$ cat src/rtl/core/bfra_pkg.sv
// shared types, constants and datapath command codes for the range allocator
`timescale 1ns / 1ps
package bfra_pkg;

  localparam int MAX_POOLS   = 8;
  localparam int MAX_RANGES  = 16;
  localparam int COUNT_BITS  = 20;
  localparam int POOL_BITS   = $clog2(MAX_POOLS);
  localparam int RANGE_BITS  = $clog2(MAX_RANGES);
  localparam int RCNT_BITS   = RANGE_BITS + 1;
  localparam int PCNT_BITS   = POOL_BITS + 1;
  localparam int ADDR_BITS   = POOL_BITS + RANGE_BITS;
  localparam int STRIDE_BITS = 8;
  localparam int DEPTH       = MAX_POOLS * MAX_RANGES;

  localparam logic [COUNT_BITS-1:0] DEFAULT_CAP_RESET = COUNT_BITS'(65536);

  localparam logic [2:0] ST_OK          = 3'd0;
  localparam logic [2:0] ST_BAD         = 3'd1;
  localparam logic [2:0] ST_POOLS_FULL  = 3'd2;
  localparam logic [2:0] ST_RANGES_FULL = 3'd3;
  localparam logic [2:0] ST_OVERLAP     = 3'd4;

  localparam logic CMD_ALLOC = 1'b0;

  // one free range
  typedef struct packed {
    logic [COUNT_BITS-1:0] len;
    logic [COUNT_BITS-1:0] start;
  } rng_t;

  // datapath operations issued by the controller
  typedef enum logic [4:0] {
    OP_NONE,
    OP_LOAD,
    OP_SET_BAD,
    OP_SCAN,
    OP_SET_POOLS_FULL,
    OP_OPEN,
    OP_ALLOC_CUT,
    OP_ALLOC_DEL,
    OP_RD_KP1,
    OP_WR_K_INC,
    OP_DEC_CNT,
    OP_RD_R,
    OP_AT_END,
    OP_TAKE_PREV,
    OP_TAKE_NEXT,
    OP_SET_OVERLAP,
    OP_JOIN_BOTH,
    OP_JOIN_PREV,
    OP_JOIN_NEXT,
    OP_SET_RANGES_FULL,
    OP_INS_BEGIN,
    OP_RD_KM1,
    OP_WR_K_DEC,
    OP_INSERT,
    OP_EMIT
  } dp_op_t;

  // status flags from datapath to controller
  typedef struct packed {
    logic bad;
    logic alloc;
    logic scan_end;
    logic found;
    logic pools_full;
    logic exact;
    logic k_last;
    logic r_at_end;
    logic rd_below;
    logic overlap;
    logic join_prev;
    logic join_next;
    logic rel_full;
    logic k_at;
    logic out_free;
  } dp_stat_t;

endpackage

$ cat src/rtl/core/bfra_ctrl.sv
// controller state machine sequencing the allocator datapath
`timescale 1ns / 1ps
module bfra_ctrl import bfra_pkg::*; (
  input  logic     clk,
  input  logic     rst,
  input  logic     req_fire,
  input  dp_stat_t st,
  output logic     idle,
  output dp_op_t   op
);

  typedef enum logic [13:0] {
    S_IDLE        = 14'b00000000000001,
    S_CHECK       = 14'b00000000000010,
    S_SCAN        = 14'b00000000000100,
    S_DRAIN       = 14'b00000000001000,
    S_ALLOC_DEC   = 14'b00000000010000,
    S_DN_RD       = 14'b00000000100000,
    S_DN_WR       = 14'b00000001000000,
    S_REL_RD      = 14'b00000010000000,
    S_REL_EV      = 14'b00000100000000,
    S_REL_DEC     = 14'b00001000000000,
    S_UP_RD       = 14'b00010000000000,
    S_UP_WR       = 14'b00100000000000,
    S_DONE        = 14'b01000000000000,
    S_SPARE       = 14'b10000000000000
  } state_t;

  state_t state, state_next;

  assign idle = (state == S_IDLE);

  always_ff @(posedge clk) begin
    if (rst) begin
      state <= S_IDLE;
    end else begin
      state <= state_next;
    end
  end

  always_comb begin
    state_next = state;
    op         = OP_NONE;
    unique case (state)
      S_IDLE: begin
        if (req_fire) begin
          op         = OP_LOAD;
          state_next = S_CHECK;
        end
      end
      S_CHECK: begin
        if (st.bad) begin
          op         = OP_SET_BAD;
          state_next = S_DONE;
        end else if (st.alloc) begin
          state_next = S_SCAN;
        end else begin
          state_next = S_REL_RD;
        end
      end
      S_SCAN: begin
        op = OP_SCAN;
        if (st.scan_end) state_next = S_DRAIN;
      end
      S_DRAIN: state_next = S_ALLOC_DEC;
      S_ALLOC_DEC: begin
        if (!st.found) begin
          if (st.pools_full) begin
            op = OP_SET_POOLS_FULL;
          end else begin
            op = OP_OPEN;
          end
          state_next = S_DONE;
        end else if (st.exact) begin
          op         = OP_ALLOC_DEL;
          state_next = S_DN_RD;
        end else begin
          op         = OP_ALLOC_CUT;
          state_next = S_DONE;
        end
      end
      S_DN_RD: begin
        if (st.k_last) begin
          op         = OP_DEC_CNT;
          state_next = S_DONE;
        end else begin
          op         = OP_RD_KP1;
          state_next = S_DN_WR;
        end
      end
      S_DN_WR: begin
        op         = OP_WR_K_INC;
        state_next = S_DN_RD;
      end
      S_REL_RD: begin
        if (st.r_at_end) begin
          op         = OP_AT_END;
          state_next = S_REL_DEC;
        end else begin
          op         = OP_RD_R;
          state_next = S_REL_EV;
        end
      end
      S_REL_EV: begin
        if (st.rd_below) begin
          op         = OP_TAKE_PREV;
          state_next = S_REL_RD;
        end else begin
          op         = OP_TAKE_NEXT;
          state_next = S_REL_DEC;
        end
      end
      S_REL_DEC: begin
        if (st.overlap) begin
          op         = OP_SET_OVERLAP;
          state_next = S_DONE;
        end else if (st.join_prev && st.join_next) begin
          op         = OP_JOIN_BOTH;
          state_next = S_DN_RD;
        end else if (st.join_prev) begin
          op         = OP_JOIN_PREV;
          state_next = S_DONE;
        end else if (st.join_next) begin
          op         = OP_JOIN_NEXT;
          state_next = S_DONE;
        end else if (st.rel_full) begin
          op         = OP_SET_RANGES_FULL;
          state_next = S_DONE;
        end else begin
          op         = OP_INS_BEGIN;
          state_next = S_UP_RD;
        end
      end
      S_UP_RD: begin
        if (st.k_at) begin
          op         = OP_INSERT;
          state_next = S_DONE;
        end else begin
          op         = OP_RD_KM1;
          state_next = S_UP_WR;
        end
      end
      S_UP_WR: begin
        op         = OP_WR_K_DEC;
        state_next = S_UP_RD;
      end
      S_DONE: begin
        if (st.out_free) begin
          op         = OP_EMIT;
          state_next = S_IDLE;
        end
      end
      default: state_next = S_IDLE;
    endcase
  end

endmodule

$ cat config.mk
export PLATFORM = sky130hd
export DESIGN_NAME = bfra_ctrl
export DESIGN_NICKNAME = d
export VERILOG_FILES = /design/src/rtl/core/bfra_pkg.sv /design/src/rtl/core/bfra_ctrl.sv
export SDC_FILE = /design/constraint.sdc
export NUM_CORES = 1
export LEC_CHECK = 0
export BUFFER_PORTS_ARGS = -buffer_cell sky130_fd_sc_hd__buf_2
export CAP_MARGIN = 20
export CORE_MARGIN = 10
export CORE_UTILIZATION = 45
export DETAILED_ROUTE_END_ITERATION = 6
export PLACE_DENSITY = 0.69
export SETUP_SLACK_MARGIN = 0.3
export SLEW_MARGIN = 20
export SYNTH_ARGS = -nofsm -noshare
export SYNTH_HDL_FRONTEND = slang
export SYNTH_SLANG_ARGS = --single-unit
$ cat constraint.sdc
create_clock -name clk -period 6.6 [get_ports clk]
set_clock_uncertainty 0.1 [all_clocks]
set_input_delay 0.66 -clock clk [delete_from_list [all_inputs] [get_ports clk]]
set_output_delay 0.66 -clock clk [all_outputs]
set_load 0.05 [all_outputs]
==> impl_metrics.py <==
metrics = {
    "power_and_ir_drop": {
        "combPwrFrac": 0.220,
        "p_leak_uw": 0.000484,
        "powerDensity_nw_per_um2": 148,
        "seq_power_share": 0.479,
        "swShare": 0.324,
        "finalPower_uw": 171,
        "p_int_uw": 116,
        "clockPowerShare": 0.301,
        "ir_drop_mv": 0.0744,
        "switchingPower_uw": 55.4,
    },
    "floorplan": {
        "die-area_um2": 4580,
        "ios": 24,
        "start_util": 0.467,
        "coreArea_um2": 2190,
        "die_w_um": 67.7,
        "die_h_um": 67.7,
        "num_rows": 17,
    },
    "placed_design": {
        "post-dp-hpwl_mm": 2.35,
        "place_congestion": 0.968,
        "postPlaceCellArea_um2": 1130,
        "io_buffer_count": 23,
        "dp_slack_ns": 3.37,
    },
    "clock_network": {
        "clk_pin_slew_worst_paths_ns": 0.08,
        "cts.sinks": 13,
        "cts_resized": 0,
        "post_cts_buffers": 0,
        "cts_htree_levels": 1,
        "cts_made_buffers": 3,
        "clk_latency_ns": 0.28,
        "cts-root-buf": "clkbuf_4",
        "holdBufCountCts": 0,
        "clk_path_buf_depth": 2,
        "cts_tree": "built",
    },
    "route": {
        "drcViolationCount": 0,
        "vias": 1149,
        "vias_per_cell": 6.49,
        "detail-route-antenna-nets": 0,
        "drtIter0Drc": 57,
        "firstDrtPassIters": 4,
        "finalWirelength_mm": 3.02,
        "post_drt_wl_per_cell_um": 17.0,
    },
    "yosys": {
        "ys_seq_area_frac": 0.255,
        "yosys.cell_types.count": 44,
        "syn_avg_cell_area_um2": 7.92,
        "synth-seq-cells": 13,
        "synth-async-reset-ratio": 0,
        "syn-instance-count": 129,
        "synth-edff-count": 0,
        "yosys_warnings": 0,
        "synth-main-ff-cell": "dfxtp_1",
        "syn_nets": 147,
        "netlist_area_um2": 1020,
    },
    "timing": {
        "fin_crit_ns": 3.61,
        "worst_pin_slew_ns": 0.854,
        "grt_setup_unrepaired": "false",
        "relSlewSlack": 0.425,
        "fin_crit_sh": 0.546,
        "hold_violations": 0,
        "postLayoutSetupSlackWorst_ns": 2.99,
        "slew_violations": 0,
        "max_freq_mhz": 277,
        "tns_ns": 0,
        "setup_viol": 0,
    },
    "finish": {
        "num_antenna_cells": 0,
        "largest_reg_flops": 13,
        "reg_top3": "state x13",
        "fin_util": 0.528,
        "drive_gt1_frac": 0.255,
        "largest_register": "state",
        "fin_nets": 168,
        "mostFrequentLayoutCells": "buf_2 (23), dfxtp_1 (13), nor4_1 (11)",
        "layout_commonest_cell": "buf_2",
        "fin_area_um2": 1160,
        "area_growth_pct": 13.1,
    },
    "global_routing": {
        "grt_pass1_vias": 1034,
        "grt_use_met2": 0.204,
        "grt_use_total": 0.134,
        "grt_max_degree": 13,
        "grt_busiest_layer": "met2",
        "overflow": 0,
        "use_met3": 0.0264,
        "use_met1": 0.169,
        "grt_pass1_wl_mm": 4.84,
        "antenna_found_initial": 0,
    },
    "setup_path": {
        "cp.required_ns": 5.84,
        "crit_buf_inv": 1,
        "path_delay_family": "simple AND/OR/NAND/NOR gates",
        "r2r_start": "state[4]",
        "critPathMaxStageDelay_ns": 0.80,
        "startpoint_type": "register",
        "end_kind": "output pin",
        "criticalPathCategory": "reg -> out",
        "cp_data_arrival_time_ns": 2.85,
        "crit_chain": "or4_1 -> nor4_1 -> a31o_2 -> a221o_1 -> buf_2",
        "cp_slowest_cell": "nor4_1",
        "critPathMaxFanout": 11,
        "cp-startpoint": "state[4]",
    },
    "hold_path": {
        "min_path_type": "in -> reg",
        "hp-start": "st[1]",
    },
    "status": {
        "status": "finished clean",
    },
    "job": {
        "maxCapViolCount": 0,
    },
}
## routing by layer
metal	wire [um]	vias to the layer above
li1	-	564
met5	0	-
met3	191	11
met4	95	0
met1	1370	516
met2	1360	58
## metrics by stage
step                hold slack (ns)  cells
global placement              0.500    173
detailed placement            0.499    173
global route                  0.442    177
CTS                           0.439    177
finish                        0.441    177
floorplan                     0.451    129
## power by group through the flow
stage | combinational (uW) | clock [uW] | sequential, uW
after floorplan | 24.5 | 0 | 83.2
after global placement | 37.7 | 0 | 83.6
after detailed placement | 37.0 | 0 | 83.9
after CTS | 37.2 | 51.8 | 82.0
after global routing | 40.6 | 56.0 | 82.4
final | 37.7 | 51.4 | 82.0
## path summary, 6_finish.rpt
path         cells past startpoint  slack, ns        end
max                              5       2.99      op[3]
min                              2       0.44  state[11]
max reg2reg                      4       4.06  state[12]
min reg2reg                      1       0.51   state[6]
## cell usage after synthesis, types with 4 or more instances
cell | instances | area (um2)
dfxtp_1 | 13 | 260
nor4_1 | 11 | 68.8
a21oi_1 | 10 | 50.1
nor2_1 | 7 | 26.3
o21ai_0 | 7 | 35.0
inv_1 | 6 | 22.5
nor3_1 | 6 | 30.0
nand2_1 | 5 | 18.8
or4b_2 | 5 | 50.1
nand4_1 | 4 | 25.0
nand4b_1 | 4 | 35.0
xor2_1 | 4 | 35.0
## cells by family after synthesis
family	after synthesis	share of synthesized area
compound gates	35	0.235
simple gates	64	0.413
xor+xnor	4	0.0343
flops	13	0.255
buf+inv	13	0.0636
## cell type report
type,count,area (um2)
inverters,6,22.5
clock buffers,4,26.3
multi-input cells,103,697
repair buffers,23,115
well taps,28,35.0
flip-flops and latches,13,260
fillers,206,1030
Power figures use the tool's default switching activity.
